$ cat src/sv/canvas_shape_fill_engine_top_macros.svh
// ----------------------------------------------------------------------------
// canvas_shape_fill_engine_top_macros
// Assertion helpers for the shape fill engine. Sampled on clk, off in reset.
// ----------------------------------------------------------------------------
`ifndef CANVAS_SHAPE_FILL_ENGINE_TOP_MACROS_SVH
`define CANVAS_SHAPE_FILL_ENGINE_TOP_MACROS_SVH

`ifndef ASSERT_OFF

// same-cycle implication
`define CSFE_ASSERT_SAME(lbl, ante, cons, msg) \
	lbl: assert property (@(posedge clk) disable iff (!arst_n) (ante) |-> (cons)) \
		else $error(msg);

// next-cycle implication
`define CSFE_ASSERT_NEXT(lbl, ante, cons, msg) \
	lbl: assert property (@(posedge clk) disable iff (!arst_n) (ante) |=> (cons)) \
		else $error(msg);

`else

`define CSFE_ASSERT_SAME(lbl, ante, cons, msg)
`define CSFE_ASSERT_NEXT(lbl, ante, cons, msg)

`endif

`endif

$ cat src/sv/csfe_pkg.sv
// ----------------------------------------------------------------------------
// csfe_pkg
// Shared types and constants of the shape fill engine.
// ----------------------------------------------------------------------------
`timescale 1ns / 1ps
`default_nettype none

package csfe_pkg;

	localparam int DEF_MAX_WIDTH  = 128;
	localparam int DEF_MAX_HEIGHT = 128;

	localparam int CANVAS_W = 8;
	localparam int COORD_W  = 12;
	localparam int SIZE_W   = 12;
	localparam int RADIUS_W = 11;
	localparam int COLOR_W  = 32;
	localparam int COUNT_W  = 15;
	localparam int CFG_IDX_W = 1;

	// signed width for box edges and distances from the shape origin
	localparam int DIFF_W = 14;
	// squared distances stay below 2**24
	localparam int SQ_W   = 24;

	localparam logic [CANVAS_W-1:0] CANVAS_RESET = 8'd128;
	localparam logic [COUNT_W-1:0]  COUNT_MAX    = 15'h7FFF;

	localparam logic [CFG_IDX_W-1:0] CFG_CANVAS_WIDTH  = 1'b0;
	localparam logic [CFG_IDX_W-1:0] CFG_CANVAS_HEIGHT = 1'b1;

	typedef enum logic [1:0] {
		CMD_CLEAR  = 2'd0,
		CMD_RECT   = 2'd1,
		CMD_CIRCLE = 2'd2,
		CMD_READ   = 2'd3
	} cmd_t;

	// clipped box [xa,xb) x [ya,yb); for a read, xa/ya hold the pixel
	typedef struct packed {
		logic [CANVAS_W-1:0] xa;
		logic [CANVAS_W-1:0] xb;
		logic [CANVAS_W-1:0] ya;
		logic [CANVAS_W-1:0] yb;
		logic                empty;
		logic                inb;
	} bounds_t;

endpackage

`default_nettype wire

$ cat src/sv/csfe_seq.sv
// ----------------------------------------------------------------------------
// csfe_seq
// Request sequencer: latches a request, walks the clipped box one pixel per
// cycle with incremental squared distances, drives the frame store, returns
// one result.
// ----------------------------------------------------------------------------
`timescale 1ns / 1ps
`default_nettype none

module csfe_seq #(
	parameter int MAX_WIDTH  = 128,
	parameter int AW         = 14
) (
	input  logic                                clk,
	input  logic                                arst_n,
	input  logic                                start,
	input  logic [1:0]                          command,
	input  logic signed [csfe_pkg::COORD_W-1:0] pos_x,
	input  logic signed [csfe_pkg::COORD_W-1:0] pos_y,
	input  logic [csfe_pkg::SIZE_W-1:0]         size_w,
	input  logic [csfe_pkg::SIZE_W-1:0]         size_h,
	input  logic [csfe_pkg::RADIUS_W-1:0]       radius,
	input  logic [csfe_pkg::COLOR_W-1:0]        fill_color,
	output logic                                busy,
	// latched request, to the clipper
	output csfe_pkg::cmd_t                      op_cmd,
	output logic signed [csfe_pkg::COORD_W-1:0] op_pos_x,
	output logic signed [csfe_pkg::COORD_W-1:0] op_pos_y,
	output logic [csfe_pkg::SIZE_W-1:0]         op_size_w,
	output logic [csfe_pkg::SIZE_W-1:0]         op_size_h,
	output logic [csfe_pkg::RADIUS_W-1:0]       op_radius,
	input  csfe_pkg::bounds_t                   bounds,
	// frame store
	output logic                                mem_we,
	output logic                                mem_re,
	output logic [AW-1:0]                       mem_addr,
	output logic [csfe_pkg::COLOR_W-1:0]        mem_wdata,
	input  logic [csfe_pkg::COLOR_W-1:0]        mem_rdata,
	// result
	output logic                                done,
	output logic [csfe_pkg::COLOR_W-1:0]        read_color,
	output logic                                in_bounds,
	output logic [csfe_pkg::COUNT_W-1:0]        pixels_written
);
	import csfe_pkg::*;

	typedef enum logic [2:0] {
		ST_IDLE,
		ST_SETUP,
		ST_INIT,
		ST_SCAN,
		ST_RDREQ,
		ST_RDRESP
	} state_t;

	state_t                   state_q;
	cmd_t                     cmd_q;
	logic signed [COORD_W-1:0] px_q, py_q;
	logic [SIZE_W-1:0]        sw_q, sh_q;
	logic [RADIUS_W-1:0]      r_q;
	logic [COLOR_W-1:0]       color_q;
	bounds_t                  bnd_q;
	logic [CANVAS_W-1:0]      x_q, y_q;
	logic signed [DIFF_W-1:0] dx_q, dy_q, dx0_q;
	logic [SQ_W-1:0]          dxsq_q, dysq_q, dx0sq_q, rsq_q;
	logic [AW-1:0]            row_q;
	logic [COUNT_W-1:0]       count_q;
	logic                     done_q;
	logic [COLOR_W-1:0]       read_color_q;
	logic                     in_bounds_q;
	logic [COUNT_W-1:0]       pixels_written_q;

	logic signed [DIFF_W-1:0]   dx_init, dy_init;
	logic signed [2*DIFF_W-1:0] dx_prod, dy_prod;
	logic [2*RADIUS_W-1:0]      r_prod;
	logic [AW-1:0]              row_init;
	logic [SQ_W-1:0]            dx_step, dy_step;
	logic                       in_disc, x_last, y_last;
	logic [COUNT_W-1:0]         cnt_next;
	logic [AW+CANVAS_W-1:0]     addr_sum;

	// start-of-box offsets and their squares, formed once per request
	assign dx_init  = $signed({{(DIFF_W-CANVAS_W){1'b0}}, bnd_q.xa}) - DIFF_W'(px_q);
	assign dy_init  = $signed({{(DIFF_W-CANVAS_W){1'b0}}, bnd_q.ya}) - DIFF_W'(py_q);
	assign dx_prod  = dx_init * dx_init;
	assign dy_prod  = dy_init * dy_init;
	assign r_prod   = r_q * r_q;
	assign row_init = AW'(32'(bnd_q.ya) * 32'(MAX_WIDTH));

	// (d+1)^2 = d^2 + 2d + 1
	assign dx_step = SQ_W'($signed({dx_q, 1'b1}));
	assign dy_step = SQ_W'($signed({dy_q, 1'b1}));

	assign in_disc = (cmd_q != CMD_CIRCLE)
		|| (({1'b0, dxsq_q} + {1'b0, dysq_q}) <= {1'b0, rsq_q});
	assign x_last = ({1'b0, x_q} + 9'd1) == {1'b0, bnd_q.xb};
	assign y_last = ({1'b0, y_q} + 9'd1) == {1'b0, bnd_q.yb};
	assign cnt_next = (in_disc && (count_q != COUNT_MAX)) ? count_q + 1'b1 : count_q;

	assign addr_sum  = (AW+CANVAS_W)'(row_q) + (AW+CANVAS_W)'(x_q);
	assign mem_addr  = addr_sum[AW-1:0];
	assign mem_wdata = color_q;
	assign mem_we    = (state_q == ST_SCAN) && in_disc;
	assign mem_re    = (state_q == ST_RDREQ);

	always_ff @(posedge clk or negedge arst_n) begin
		if (!arst_n) begin
			state_q          <= ST_IDLE;
			cmd_q            <= CMD_CLEAR;
			px_q             <= '0;
			py_q             <= '0;
			sw_q             <= '0;
			sh_q             <= '0;
			r_q              <= '0;
			color_q          <= '0;
			bnd_q            <= '0;
			x_q              <= '0;
			y_q              <= '0;
			dx_q             <= '0;
			dy_q             <= '0;
			dx0_q            <= '0;
			dxsq_q           <= '0;
			dysq_q           <= '0;
			dx0sq_q          <= '0;
			rsq_q            <= '0;
			row_q            <= '0;
			count_q          <= '0;
			done_q           <= 1'b0;
			read_color_q     <= '0;
			in_bounds_q      <= 1'b0;
			pixels_written_q <= '0;
		end else begin
			done_q <= 1'b0;
			unique case (state_q)
				ST_IDLE: begin
					if (start) begin
						cmd_q   <= cmd_t'(command);
						px_q    <= pos_x;
						py_q    <= pos_y;
						sw_q    <= size_w;
						sh_q    <= size_h;
						r_q     <= radius;
						color_q <= fill_color;
						state_q <= ST_SETUP;
					end
				end
				ST_SETUP: begin
					bnd_q   <= bounds;
					state_q <= ST_INIT;
				end
				ST_INIT: begin
					x_q     <= bnd_q.xa;
					y_q     <= bnd_q.ya;
					dx_q    <= dx_init;
					dx0_q   <= dx_init;
					dy_q    <= dy_init;
					dxsq_q  <= dx_prod[SQ_W-1:0];
					dx0sq_q <= dx_prod[SQ_W-1:0];
					dysq_q  <= dy_prod[SQ_W-1:0];
					rsq_q   <= SQ_W'(r_prod);
					row_q   <= row_init;
					count_q <= '0;
					if (cmd_q == CMD_READ) begin
						if (bnd_q.inb) begin
							state_q <= ST_RDREQ;
						end else begin
							read_color_q     <= '0;
							in_bounds_q      <= 1'b0;
							pixels_written_q <= '0;
							done_q           <= 1'b1;
							state_q          <= ST_IDLE;
						end
					end else if (bnd_q.empty) begin
						read_color_q     <= '0;
						in_bounds_q      <= 1'b0;
						pixels_written_q <= '0;
						done_q           <= 1'b1;
						state_q          <= ST_IDLE;
					end else begin
						state_q <= ST_SCAN;
					end
				end
				ST_SCAN: begin
					count_q <= cnt_next;
					if (x_last) begin
						if (y_last) begin
							read_color_q     <= '0;
							in_bounds_q      <= 1'b0;
							pixels_written_q <= cnt_next;
							done_q           <= 1'b1;
							state_q          <= ST_IDLE;
						end else begin
							x_q    <= bnd_q.xa;
							dx_q   <= dx0_q;
							dxsq_q <= dx0sq_q;
							y_q    <= y_q + 1'b1;
							dy_q   <= dy_q + 14'sd1;
							dysq_q <= dysq_q + dy_step;
							row_q  <= row_q + AW'(MAX_WIDTH);
						end
					end else begin
						x_q    <= x_q + 1'b1;
						dx_q   <= dx_q + 14'sd1;
						dxsq_q <= dxsq_q + dx_step;
					end
				end
				ST_RDREQ: begin
					state_q <= ST_RDRESP;
				end
				ST_RDRESP: begin
					read_color_q     <= mem_rdata;
					in_bounds_q      <= 1'b1;
					pixels_written_q <= '0;
					done_q           <= 1'b1;
					state_q          <= ST_IDLE;
				end
				default: begin
					state_q <= ST_IDLE;
				end
			endcase
		end
	end

	assign busy           = (state_q != ST_IDLE);
	assign op_cmd         = cmd_q;
	assign op_pos_x       = px_q;
	assign op_pos_y       = py_q;
	assign op_size_w      = sw_q;
	assign op_size_h      = sh_q;
	assign op_radius      = r_q;
	assign done           = done_q;
	assign read_color     = read_color_q;
	assign in_bounds      = in_bounds_q;
	assign pixels_written = pixels_written_q;

endmodule

`default_nettype wire

$ cat config.mk
export PLATFORM = sky130hd
export DESIGN_NAME = csfe_seq
export DESIGN_NICKNAME = d
export VERILOG_FILES = /design/src/sv/canvas_shape_fill_engine_top_macros.svh /design/src/sv/csfe_pkg.sv /design/src/sv/csfe_seq.sv
export SDC_FILE = /design/constraint.sdc
export NUM_CORES = 2
export LEC_CHECK = 0
export ABC_CLOCK_PERIOD_IN_PS = 19600
export BUFFER_PORTS_ARGS = -buffer_cell sky130_fd_sc_hd__buf_2
export CAP_MARGIN = 20
export CELL_PAD_IN_SITES_DETAIL_PLACEMENT = 0
export CELL_PAD_IN_SITES_GLOBAL_PLACEMENT = 1
export CORE_MARGIN = 10
export CORE_UTILIZATION = 51
export CTS_CLUSTER_DIAMETER = 100
export DETAILED_ROUTE_END_ITERATION = 10
export HOLD_SLACK_MARGIN = 0.02
export PLACE_DENSITY_LB_ADDON = 0.1
export RECOVER_POWER = 50
export SETUP_SLACK_MARGIN = 0.1
export SLEW_MARGIN = 20
export SYNTH_ARGS = -nofsm -noshare
export SYNTH_HDL_FRONTEND = slang
export SYNTH_SLANG_ARGS = --single-unit
$ cat constraint.sdc
create_clock -name clk -period 19.6 [get_ports clk]
set_input_delay 0 -clock clk [delete_from_list [all_inputs] [get_ports clk]]
set_output_delay 0 -clock clk [all_outputs]
set_load 0.01 [all_outputs]
==> reports/metrics.cfg <==
[die]
core-area_um2=65980
chipHeight_um=278.4
io_pins=321
die_w_um=278.4
die_area_um2=77480
num_rows=94
start_util_pct=51.59

[synth]
synth_area_um2=34040
yosys_register_bits=349
synth_cell_type_count=96
seq_area_frac_synth_pct=25.66
synthArstFlopShare_pct=100.0
synth_fp_nets=4473
ys_warn_count=0
synth_ff_type=dfrtp_1
synth_edf_count=0
syn_inst=3687
synth_area_per_cell_um2=9.232

[route]
drt-initial-drc-count=1684
wl_um=92360
drcViolationCount=0
vias=26920
wl_per_cell_um=18.45
routed_via_density=5.379
drtAntennaViolNets=0
drtPass1Iterations=5

[placed_design]
gp_congestion=0.8603
dp.cells=4761
port_buffers=320
dp_hpwl_um=70450

[clocking]
clk_path_buf_depth=3
cts_resized=0
numCtsBuffers=43
htreeDepth=2
clkLatencyLatePin_ns=0.58
cts_tree=yes
cts_setup_buffers=0
cts_num_sinks=349
cts.clk_slew.worst_paths_ns=0.06
cts-root-buf=clkbuf_16

[sta]
tightest_slew_ns=6.427
final.setup_skew_ns=0.01802
setup_violations=0
fmax_mhz=96.85
slew_headroom_pct=-328.5
period_needed_ns=10.33
maxSlewViolCount=289
hold_viol=0
finalCritPeriodShare_pct=52.68
totalNegativeSetupSlack_ns=0
grt_setup_unrepaired=false

[worst_setup_path]
path_max_fanout=112
endpoint=x_q[2]$_DFFE_PN0P_
startpoint=arst_n
critPathKind=primary input to asynchronous set/reset pin
rr_worst_depth=30
critical_path.cell_chain=dlygate4sd3_1 -> clkbuf_1 -> clkbuf_1
required_ns=18.84
start_kind=primary input
worstPathArrival_ns=9.57
ff2ff_setup_slack_ns=10.77
cp.depth=3
slowest_delay_ns=4.43
cp-end-kind=asynchronous set/reset pin
reg2reg_from=op_pos_y[0]$_DFFE_PN0P_
critPathTopFamily=buffers and inverters
r2r_end=dysq_q[23]$_DFFE_PN0P_
slowest_stage=clkbuf_1
cp_common_cell=clkbuf_1
crit_buf_inv=3

[grt]
grt_usage_pct=23.84
antenna_found_initial=4
grt_max_degree=113
globalRouteOverflowTotal=0
grt_pass1_wl_um=150500
grt_pass1_vias=27570

[status]
violations=capacitance limit, slew limit
outcome=complete, but fails checks

[finish]
syn2layout_area_growth_pct=15.42
mostFrequentLayoutCells=517 x inv_1, 401 x nand2_1, 349 x dfrtp_1, 333 x fa_1, 291 x ha_1
post_route_cells_drive_above_1_share_pct=10.63
final_cells=5005
nNetsFinal=4893
final_common_cell=inv_1

[hold_path]
hp-class=primary input to register

[flow_run]
drv_cap=3

[worst min-delay path, stage by stage]
cell,delay (ns)
dlygate4sd3_1,0.52
buf_2,0.10
nand2_1,0.04
o21ai_0,0.06
[cell families (layout without fill, tap and decap cells)]
group	after synthesis	count (layout)	synth area share [%]
mux	136	136	4.422
flops	349	349	25.66
buf+inv	673	1125	7.693
simple gates	966	966	12.99
xor+xnor	204	204	5.289
fa+ha+maj	624	624	30.28
compound gates	734	734	13.66
other cells	1	3	0.01102
[through the flow]
stage / worst slack [ns] / cell area (um^2) / utilization (%) / hold WS, ns
final: 9.275 / 39290 / 59.55 / 0.1649
after floorplan: 11.67 / 34040 / - / -0.2956
after global placement: 10.96 / 36450 / 55.24 / 0.1271
after detailed placement: 10.80 / 36450 / 55.24 / 0.1344
after CTS: 10.76 / 39500 / 59.86 / 0.09294
after global routing: 7.141 / 39290 / 59.55 / 0.1740
[state kept, by name, indices dropped and copies added (netlist names), 13 cells and up]
signal / cells
dx_q: 14
read_color: 32
dx0_q: 13
mem_wdata: 32
bnd_q: 34
dysq_q: 24
dx0sq_q: 22
count_q: 15
dxsq_q: 24
dy_q: 14
pixels_written: 15
rsq_q: 21
[metal layers]
metal	GRT usage, %	part of all wire, %
met3	4.100	5.4
met5	0	0.014
met2	38.85	47
met4	5.992	2.3
met1	32.61	45
[layout make-up]
type                       count  area [um^2]
clock inverter                14        165.2
tap                          864         1081
clock buffer                  63         1231
multi-input combinational   2665        22780
timing repair buffer         519         3311
antenna                        2        5.005
sequential                   349         8733
fill                        5871        26690
inverter                     529         1986
[cell usage after synthesis, types with 5 or more instances]
cell type	n	area, um^2
nor2b_1	27	168.9
o21ai_1	32	160.2
mux2_2	115	1295
a22o_1	42	367.9
and3_1	21	131.4
o22ai_1	30	187.7
inv_1	517	1941
or3_1	22	137.6
nor3_1	54	270.3
nand2b_1	30	187.7
o21a_1	22	165.2
clkbuf_1	105	394.1
a21oi_1	185	925.9
o31ai_1	12	90.09
xnor2_1	131	1147
a21o_1	39	292.8
dfrtp_1	349	8733
nand4_1	15	93.84
o21bai_1	18	135.1
o211ai_1	16	120.1
fa_1	333	6666
nand3_1	63	315.3
a221o_1	7	70.07
a41oi_1	5	43.79
and2_1	55	344.1
or2_2	8	50.05
buf_2	19	95.09
buf_4	6	45.04
nor3b_1	12	90.09
clkinv_1	8	30.03
nor2_1	226	848.3
o2111ai_1	6	52.55
a21boi_1	5	37.54
buf_1	9	33.78
nand2_1	403	1513
a211oi_1	15	112.6
a31oi_1	10	62.56
ha_1	291	3641
mux2i_1	21	210.2
xor2_1	72	630.6
o21ai_0	216	1081
a21boi_0	5	37.54
nand3b_1	7	52.55
a31o_2	6	52.55
[worst min-delay path by stage]
stage	start	endpoint	slack, ns	depth (start not counted)
2_1_floorplan	arst_n	bnd_q[0]$_DFFE_PN0P_	-0.30	0
3_3_place_gp	arst_n	op_radius[2]$_DFFE_PN0P_	0.13	1
3_5_place_dp	arst_n	op_radius[4]$_DFFE_PN0P_	0.13	1
4_1_cts	arst_n	op_radius[3]$_DFFE_PN0P_	0.09	2
5_1_grt	radius[3]	op_radius[3]$_DFFE_PN0P_	0.17	3
6_report	pos_y[3]	op_pos_y[3]$_DFFE_PN0P_	0.16	4
[repair_timing]
action | 4_1_cts | 5_1_grt
endpoints found under the setup margin | 0 | 0
endpoints found under the hold margin | 269 | 0
hold buffers | 165 | 0
Power is left out: the tool's default activity adds up to more than one toggle a clock period on the data nets, which glitch-free logic cannot reach.
