File: src/sv/canvas_shape_fill_engine_top_macros.svh
// ----------------------------------------------------------------------------
// canvas_shape_fill_engine_top_macros
// Assertion helpers for the shape fill engine. Sampled on clk, off in reset.
// ----------------------------------------------------------------------------
`ifndef CANVAS_SHAPE_FILL_ENGINE_TOP_MACROS_SVH
`define CANVAS_SHAPE_FILL_ENGINE_TOP_MACROS_SVH

`ifndef ASSERT_OFF

// same-cycle implication
`define CSFE_ASSERT_SAME(lbl, ante, cons, msg) \
	lbl: assert property (@(posedge clk) disable iff (!arst_n) (ante) |-> (cons)) \
		else $error(msg);

// next-cycle implication
`define CSFE_ASSERT_NEXT(lbl, ante, cons, msg) \
	lbl: assert property (@(posedge clk) disable iff (!arst_n) (ante) |=> (cons)) \
		else $error(msg);

`else

`define CSFE_ASSERT_SAME(lbl, ante, cons, msg)
`define CSFE_ASSERT_NEXT(lbl, ante, cons, msg)

`endif

`endif

File: src/sv/csfe_pkg.sv
// ----------------------------------------------------------------------------
// csfe_pkg
// Shared types and constants of the shape fill engine.
// ----------------------------------------------------------------------------
`timescale 1ns / 1ps
`default_nettype none

package csfe_pkg;

	localparam int DEF_MAX_WIDTH  = 128;
	localparam int DEF_MAX_HEIGHT = 128;

	localparam int CANVAS_W = 8;
	localparam int COORD_W  = 12;
	localparam int SIZE_W   = 12;
	localparam int RADIUS_W = 11;
	localparam int COLOR_W  = 32;
	localparam int COUNT_W  = 15;
	localparam int CFG_IDX_W = 1;

	// signed width for box edges and distances from the shape origin
	localparam int DIFF_W = 14;
	// squared distances stay below 2**24
	localparam int SQ_W   = 24;

	localparam logic [CANVAS_W-1:0] CANVAS_RESET = 8'd128;
	localparam logic [COUNT_W-1:0]  COUNT_MAX    = 15'h7FFF;

	localparam logic [CFG_IDX_W-1:0] CFG_CANVAS_WIDTH  = 1'b0;
	localparam logic [CFG_IDX_W-1:0] CFG_CANVAS_HEIGHT = 1'b1;

	typedef enum logic [1:0] {
		CMD_CLEAR  = 2'd0,
		CMD_RECT   = 2'd1,
		CMD_CIRCLE = 2'd2,
		CMD_READ   = 2'd3
	} cmd_t;

	// clipped box [xa,xb) x [ya,yb); for a read, xa/ya hold the pixel
	typedef struct packed {
		logic [CANVAS_W-1:0] xa;
		logic [CANVAS_W-1:0] xb;
		logic [CANVAS_W-1:0] ya;
		logic [CANVAS_W-1:0] yb;
		logic                empty;
		logic                inb;
	} bounds_t;

endpackage

`default_nettype wire

File: src/sv/csfe_clip.sv
// ----------------------------------------------------------------------------
// csfe_clip
// Builds the canvas-clipped bounding box of a request and the read bounds check.
// ----------------------------------------------------------------------------
`timescale 1ns / 1ps
`default_nettype none

module csfe_clip #(
	parameter int MAX_WIDTH  = 128,
	parameter int MAX_HEIGHT = 128
) (
	input  logic [csfe_pkg::CANVAS_W-1:0]    canvas_width,
	input  logic [csfe_pkg::CANVAS_W-1:0]    canvas_height,
	input  csfe_pkg::cmd_t                   command,
	input  logic signed [csfe_pkg::COORD_W-1:0] pos_x,
	input  logic signed [csfe_pkg::COORD_W-1:0] pos_y,
	input  logic [csfe_pkg::SIZE_W-1:0]      size_w,
	input  logic [csfe_pkg::SIZE_W-1:0]      size_h,
	input  logic [csfe_pkg::RADIUS_W-1:0]    radius,
	output csfe_pkg::bounds_t                bounds
);
	import csfe_pkg::*;

	function automatic logic [CANVAS_W-1:0] clamp_lim(input logic signed [DIFF_W-1:0] v,
		input logic [CANVAS_W-1:0] lim);
		logic signed [DIFF_W-1:0] lim_s;
		lim_s = $signed({{(DIFF_W-CANVAS_W){1'b0}}, lim});
		if (v < 0) begin
			return '0;
		end else if (v > lim_s) begin
			return lim;
		end else begin
			return v[CANVAS_W-1:0];
		end
	endfunction

	logic [CANVAS_W-1:0]      eff_w, eff_h;
	logic signed [DIFF_W-1:0] w_e, h_e, px_e, py_e, sw_e, sh_e, r_e;
	logic signed [DIFF_W-1:0] lo_x, hi_x, lo_y, hi_y;
	logic [CANVAS_W-1:0]      xa, xb, ya, yb;

	// canvas registers larger than the store act as the store size
	assign eff_w = (32'(canvas_width) > 32'(MAX_WIDTH)) ? CANVAS_W'(MAX_WIDTH) : canvas_width;
	assign eff_h = (32'(canvas_height) > 32'(MAX_HEIGHT)) ? CANVAS_W'(MAX_HEIGHT) : canvas_height;

	assign w_e  = $signed({{(DIFF_W-CANVAS_W){1'b0}}, eff_w});
	assign h_e  = $signed({{(DIFF_W-CANVAS_W){1'b0}}, eff_h});
	assign px_e = DIFF_W'(pos_x);
	assign py_e = DIFF_W'(pos_y);
	assign sw_e = $signed({{(DIFF_W-SIZE_W){1'b0}}, size_w});
	assign sh_e = $signed({{(DIFF_W-SIZE_W){1'b0}}, size_h});
	assign r_e  = $signed({{(DIFF_W-RADIUS_W){1'b0}}, radius});

	always_comb begin
		unique case (command)
			CMD_CLEAR: begin
				lo_x = '0;
				hi_x = w_e;
				lo_y = '0;
				hi_y = h_e;
			end
			CMD_RECT: begin
				lo_x = px_e;
				hi_x = px_e + sw_e;
				lo_y = py_e;
				hi_y = py_e + sh_e;
			end
			CMD_CIRCLE: begin
				lo_x = px_e - r_e;
				hi_x = px_e + r_e + 14'sd1;
				lo_y = py_e - r_e;
				hi_y = py_e + r_e + 14'sd1;
			end
			CMD_READ: begin
				// clamp passes an in-canvas pixel through unchanged
				lo_x = px_e;
				hi_x = px_e + 14'sd1;
				lo_y = py_e;
				hi_y = py_e + 14'sd1;
			end
		endcase
	end

	assign xa = clamp_lim(lo_x, eff_w);
	assign xb = clamp_lim(hi_x, eff_w);
	assign ya = clamp_lim(lo_y, eff_h);
	assign yb = clamp_lim(hi_y, eff_h);

	always_comb begin
		bounds.xa    = xa;
		bounds.xb    = xb;
		bounds.ya    = ya;
		bounds.yb    = yb;
		bounds.empty = (xa >= xb) || (ya >= yb);
		bounds.inb   = (command == CMD_READ) && (px_e >= 0) && (px_e < w_e)
			&& (py_e >= 0) && (py_e < h_e);
	end

endmodule

`default_nettype wire

File: config.mk
export PLATFORM = sky130hd
export DESIGN_NAME = csfe_clip
export DESIGN_NICKNAME = d
export VERILOG_FILES = /design/src/sv/canvas_shape_fill_engine_top_macros.svh /design/src/sv/csfe_pkg.sv /design/src/sv/csfe_clip.sv
export SDC_FILE = /design/constraint.sdc
export NUM_CORES = 1
export LEC_CHECK = 0
export ABC_CLOCK_PERIOD_IN_PS = 9500
export BUFFER_PORTS_ARGS = -buffer_cell sky130_fd_sc_hd__buf_4
export CAP_MARGIN = 20
export CORE_ASPECT_RATIO = 0.9
export CORE_MARGIN = 2
export CORE_UTILIZATION = 60
export DETAILED_ROUTE_END_ITERATION = 8
export PLACE_DENSITY_LB_ADDON = 0.12
export SLEW_MARGIN = 20
export SYNTH_ARGS = -nofsm -noshare
export SYNTH_HDL_FRONTEND = slang
export SYNTH_SLANG_ARGS = --single-unit
File: constraint.sdc
create_clock -name vclk -period 9.5
set_input_delay 0.95 -clock vclk [all_inputs]
set_output_delay 0.95 -clock vclk [all_outputs]
set_load 0.1 [all_outputs]
==> out/qor.yml, run 1 <==
status:
  outcome: "complete, no violations"
critical_path:
  crit_path_end: "bounds[1]"
  crit_required_ns: 8.55
  worst_setup_path_end_kind: "output port"
  startpoint: "radius[1]"
  critPathArrivalTime_ns: 6.74
  path_max_fanout: 9
  critical_path_class: "input port to output port"
  crit_path_start_kind: "input port"
logic_synthesis:
  synth_area_leaders: "ha_1 (25%), a21oi_1 (4.7%), mux2i_1 (4.2%)"
  synthAdderAreaFrac_pct: 26.6
  synth-seq-area-share_pct: 0
  yosysWarnings: 0
  synth_cell_types: 71
  synth_common_cells: "ha_1 (136), inv_1 (68), nand2_1 (65)"
  synth_compound_area_share_pct: 30.0
  yosys.area.top_type: "ha_1"
  synth_top_family_by_area: "compound AO/OA/AOI/OAI gates"
  synthMuxAreaShare_pct: 11.1
  syn-num-nets: 1140
  synth_cells: 921
  synth_xor_area_share_pct: 5.62
  synthSimpleGateAreaFrac_pct: 20.3
  synth_top_area_share_pct: 24.8
  syn_area_um2: 6850
  avgSynthCellArea_um2: 7.44
  synth.most_common_cell: "ha_1"
cells_and_area:
  stdcell_area_um2: 7800
  n_sequential_cell: 0
  register_area_um2: 0
  finalNetCount: 1220
  clkbuf_count: 0
  synthToLayoutAreaGrowth_pct: 13.9
  diodes: 0
  final_layout_size_suffix_gt1_share_pct: 17.1
  multiInputGateArea_um2: 6460
  n_fill_cell: 1080
min_path:
  hold_class: "input port to output port"
place:
  hpwl_mm: 17.3
  place_congestion: 0.986
  place_area_um2: 7800
  portBuffers: 111
detailed_routing:
  viasPerCell: 6.41
  wl_per_cell_um: 18.4
  drtIter0Drc: 852
  drcViolationCount: 0
  wl_mm: 21.3
  vias: 7400
  ant_nets: 0
  drt_pass1_iterations: 5
global_route:
  grt_util_met2_pct: 50.0
  grtUsageMet1_pct: 54.6
  grt_pass1_wl_mm: 34.3
  grt-busiest-layer: "met1"
  grt_pass1_vias: 6625
  antenna_found_initial: 0
  grt_overflow_total: 0
  grt_max_degree: 59
  grt_usage_pct: 34.3
  grtUsageMet3_pct: 5.41
sta:
  hold_viol: 0
  fin_setup_tns_ns: 0
  fmax_ghz: 0.130
  setup_viol: 0
  worstMarginPinSlew_ns: 1.05
  fin_crit_ns: 7.69
  rsz0062_at_grt: "no"
  maxSlewHeadroom_pct: 29.5
  timing.final.crit_share_pct: 81.0
  drv_slew: 0
floorplanning:
  row_count: 37
  core-area_um2: 11300
  floorplan.initialDensity_pct: 60.7
  io_pins: 111
  die_area_um2: 12300
  die_w_um: 117
  fp.dieH_um: 105
clock_network:
  holdBufCountCts: 0
  ctsResizeCount: 0
  post-cts-setup-buffer-count: 0
pwr:
  p_per_area_nw_per_um2: 93.2
  ir_worst_vdd_mv: 0.0402
  leakage_nw: 3.75
job:
  maxCapViolCount: 0
==> kinds of logic after synthesis <==
group / Yosys count
buffers and inverters: 110
adder cells (fa/ha/maj): 142
AO/OA/AOI/OAI: 291
AND/OR/NAND/NOR: 275
multiplexers: 59
XOR/XNOR: 44
==> stage by stage <==
stage	instances	total power, mW	setup slack, ns	utilization (%)	hold slack (ns)
after global placement	1155	0.704	1.99	69.1	2.45
after floorplan	921	0.547	0.226	-	2.35
after CTS	1155	0.715	1.87	69.1	2.45
final	1155	0.727	1.81	69.1	2.45
after global routing	1155	0.786	1.39	69.1	2.51
after detailed placement	1155	0.712	1.88	69.1	2.45
==> cell usage in the layout (no fill, tap or decap), types with 6 or more instances in the layout <==
cell      synthesis  final
nor4_1            9      9
and3_1           12     12
mux4_2           11     11
nand3_1          23     23
nand4_1          16     16
mux2i_1          29     29
a21oi_1          64     64
or3_1             8      8
nand2b_1         19     19
a31oi_1          10     10
inv_1            68     68
o31ai_1           8      8
ha_1            136    136
nor2b_1          24     24
a21o_1           26     26
nor3_1           22     22
fa_1              6      6
a211oi_2          0      6
o21ai_0          34     34
o21bai_1          7      7
buf_4             3    118
mux2_2           16     16
o211a_1          13     13
o211ai_1         12     12
nand2_1          65     65
nor2_1           60     60
xnor2_1          23     23
xor2_1           21     21
a211oi_1         35     29
o21a_1           19     19
o22ai_1           8      8
==> worst min path at each step <==
stage	startpoint	endpoint	cells after the start
floorplan	canvas_width[7]	bounds[33]	2
global placement	canvas_width[7]	bounds[25]	4
detailed placement	canvas_width[7]	bounds[25]	4
CTS	canvas_width[7]	bounds[25]	4
global route	canvas_width[7]	bounds[25]	4
finish	canvas_width[7]	bounds[25]	4
==> power by group <==
group          leakage, nW  switching, mW  internal (mW)  total [mW]
Sequential               0              0              0           0
Combinational         3.75          0.465          0.262       0.727
Clock                    0              0              0           0
Total                 3.75          0.465          0.262       0.727
==> layout make-up <==
class | instances | share of cell area (%)
inverters | 70 | 3.37
repair buffers | 118 | 11.4
well taps | 156 | 2.50
multi-input cells | 811 | 82.8
==> worst max-delay path, cell delays in order <==
cell,delay [ns]
buf_4,0.14
inv_1,0.18
ha_1,0.28
nor2b_1,0.13
o21a_1,0.17
o21ai_0,0.39
a21oi_1,0.16
o21ai_0,0.23
nand3_1,0.11
a32oi_1,0.36
inv_1,0.08
ha_1,0.30
nand4_1,0.09
o22ai_1,0.12
a21oi_1,0.06
a221o_1,0.36
a211o_1,0.46
a221o_1,0.41
ha_1,0.27
nand2b_1,0.14
a21o_1,0.18
a21o_1,0.19
a21o_1,0.17
a21o_1,0.16
a21o_1,0.17
a21oi_1,0.13
o21ai_0,0.10
buf_4,0.25
==> layer usage <==
metal	vias up	wire length [µm]	part of all wire [%]
li1	3629	-	-
met1	3402	9930	47
met2	355	8670	41
met3	14	2520	12
met4	0	147	0.69
met5	-	0	0
Note: power is estimated with default switching activity, not from simulation.
==> run 2: changes to the inputs <==
--- a/config.mk
+++ b/config.mk
@@ -5,12 +5,12 @@
 export SDC_FILE = /design/constraint.sdc
 export NUM_CORES = 1
 export LEC_CHECK = 0
-export ABC_CLOCK_PERIOD_IN_PS = 9500
+export ABC_CLOCK_PERIOD_IN_PS = 6800
 export BUFFER_PORTS_ARGS = -buffer_cell sky130_fd_sc_hd__buf_4
 export CAP_MARGIN = 20
 export CORE_ASPECT_RATIO = 0.9
 export CORE_MARGIN = 2
-export CORE_UTILIZATION = 60
+export CORE_UTILIZATION = 55
 export DETAILED_ROUTE_END_ITERATION = 8
 export PLACE_DENSITY_LB_ADDON = 0.12
 export SLEW_MARGIN = 20
==> constraint.sdc (replaced) <==
create_clock -name vclk -period 6.8
set_input_delay 0.68 -clock vclk [all_inputs]
set_output_delay 0.68 -clock vclk [all_outputs]
set_load 0.1 [all_outputs]
==> out/qor.yml, run 2 (synthesis gave the netlist of run 1 again) <==
pwr:
  p_per_area_nw_per_um2: 134  # +44%
  p_int_uw: 431  # +64%
  power_frac_seq_pct: 0  # unchanged
  netSwitchingPower_uw: 699  # +50%
  p_clk_share_pct: 0  # unchanged
  p_total_mw: 1.13  # +55%
  leakage_nw: 4.00  # +6.6%
  netSwitchingFraction_pct: 61.8  # -2.1 points
  power_frac_comb_pct: 100.0  # about the same
  ir_worst_vdd_mv: 0.0874  # +120%
detailed_routing:
  ant_nets: 0  # unchanged
  viasPerCell: 6.35  # -0.91%
  drcViolationCount: 0  # unchanged
  drtIter0Drc: 866  # +1.6%
  wl_mm: 22.8  # +7.0%
  vias: 7631  # +3.1%
  drt_pass1_iterations: 5  # unchanged
  wl_per_cell_um: 18.9  # +2.8%
cells_and_area:
  diodes: 0  # unchanged
  synthToLayoutAreaGrowth_pct: 22.7
  clkbuf_count: 0  # unchanged
  final_cells: 1202  # +4.1%
  final_layout_size_suffix_gt1_share_pct: 24.0  # +6.9 points
  stdcell_area_um2: 8410  # +7.8%
  finalNetCount: 1263  # +3.5%
  layout_common_cells: "buf_4 (159), ha_1 (130), inv_1 (66), nand2_1 (65), nor2_1 (60)"
  n_sequential_cell: 0  # unchanged
  postLayoutCoreUtil_pct: 69.4  # +0.30 points
  final_common_cell: "buf_4"
  register_area_um2: 0  # unchanged
critical_path:
  crit_required_ns: 6.12  # -2.43 ns
  cpMostUsedCell: "a21o_1"
  crit_path_max_incr_delay_ns: 0.38  # -0.08 ns
  critical_path_class: "input port to output port"
  crit_path_start_kind: "input port"
  path_max_fanout: 4  # -5
  critPathArrivalTime_ns: 6.02  # -0.72 ns
  worst_setup_path_end_kind: "output port"
  crit_path_top_delay_cell: "a32oi_2"
clock_network:
  holdBufCountCts: 0  # unchanged
global_route:
  grt_pass1_vias: 6654  # +0.44%
  grt_pass1_wl_mm: 34.8  # +1.4%
  grt_usage_pct: 32.6  # -1.7 points
  antenna_found_initial: 0  # unchanged
  grt_max_degree: 38  # -36%
  grt_overflow_total: 0  # unchanged
job:
  maxCapViolCount: 0  # unchanged
place:
  dp.cells: 1190  # +3.0%
  hpwl_mm: 18.3  # +5.4%
  place_congestion: 0.996  # +0.94%
  portBuffers: 111  # unchanged
  place_area_um2: 8130  # +4.2%
  dp_slack_ns: -0.0521  # -1.93 ns
sta:
  fin_crit_ns: 6.70
  hold_ws_ns: 1.92  # -0.530 ns
  maxSlewHeadroom_pct: 42.3  # +13 points
  fin_setup_tns_ns: 0  # unchanged
  timing.final.crit_share_pct: 98.5
  hold_viol: 0  # unchanged
  fin_ws_ns: 0.0994  # -1.71 ns
  drv_slew: 0  # unchanged
  worstMarginPinSlew_ns: 0.865  # -0.182 ns
  setup_viol: 0  # unchanged
  fmax_ghz: 0.149
floorplanning:
  core-area_um2: 12100  # +7.3%
  die_w_um: 122  # +4.3%
  floorplan.initialDensity_pct: 56.5  # -4.1 points
  die_area_um2: 13400  # +8.8%
  fp.dieH_um: 110  # +4.3%
  io_pins: 111  # unchanged
  row_count: 38  # +2.7%
status:
  outcome: "complete, no violations"
min_path:
  hold_class: "input port to output port"
==> run 2: timing repair <==
item / 4_1_cts / 5_1_grt
setup endpoints to repair: 1 / 1
resized for setup: 2 / 37
gates cloned: 0 / 0
buffers inserted: 0 / 12
pin swaps: 0 / 26
==> run 2: final timing paths <==
path	start	to	depth (start not counted)
min	canvas_width[7]	bounds[25]	4
max	radius[1]	bounds[1]	29
==> run 2: power groups by stage <==
stage / Clock, mW / Sequential, mW / Combinational (mW)
3_5_place_dp: 0 / 0 / 1.05
6_report: 0 / 0 / 1.13
5_1_grt: 0 / 0 / 1.21
3_3_place_gp: 0 / 0 / 1.04
4_1_cts: 0 / 0 / 1.06
2_1_floorplan: 0 / 0 / 0.791
==> run 2: layer usage <==
layer | vias to the layer above | GRT usage, % | wire length (µm)
met4 | 0 | 3.86 | 284
met2 | 372 | 48.9 | 9380
met3 | 32 | 6.02 | 2330
met5 | - | 0 | 0
met1 | 3500 | 49.3 | 10800
li1 | 3727 | - | -
==> run 2: critical path: cells and delay by family <==
kind	cells	cell delay (ns)
AO/OA/AOI/OAI	17	3.39
buffers and inverters	5	0.61
AND/OR/NAND/NOR	4	0.51
adder cells (fa/ha/maj)	3	0.83
==> run 2: final cells by class <==
| type | count | area (µm²) |
|---|---|---|
| repair buffers | 161 | 1220 |
| fillers | 1050 | 3710 |
| inverters | 70 | 267 |
| well taps | 160 | 200 |
| multi-input cells | 811 | 6720 |
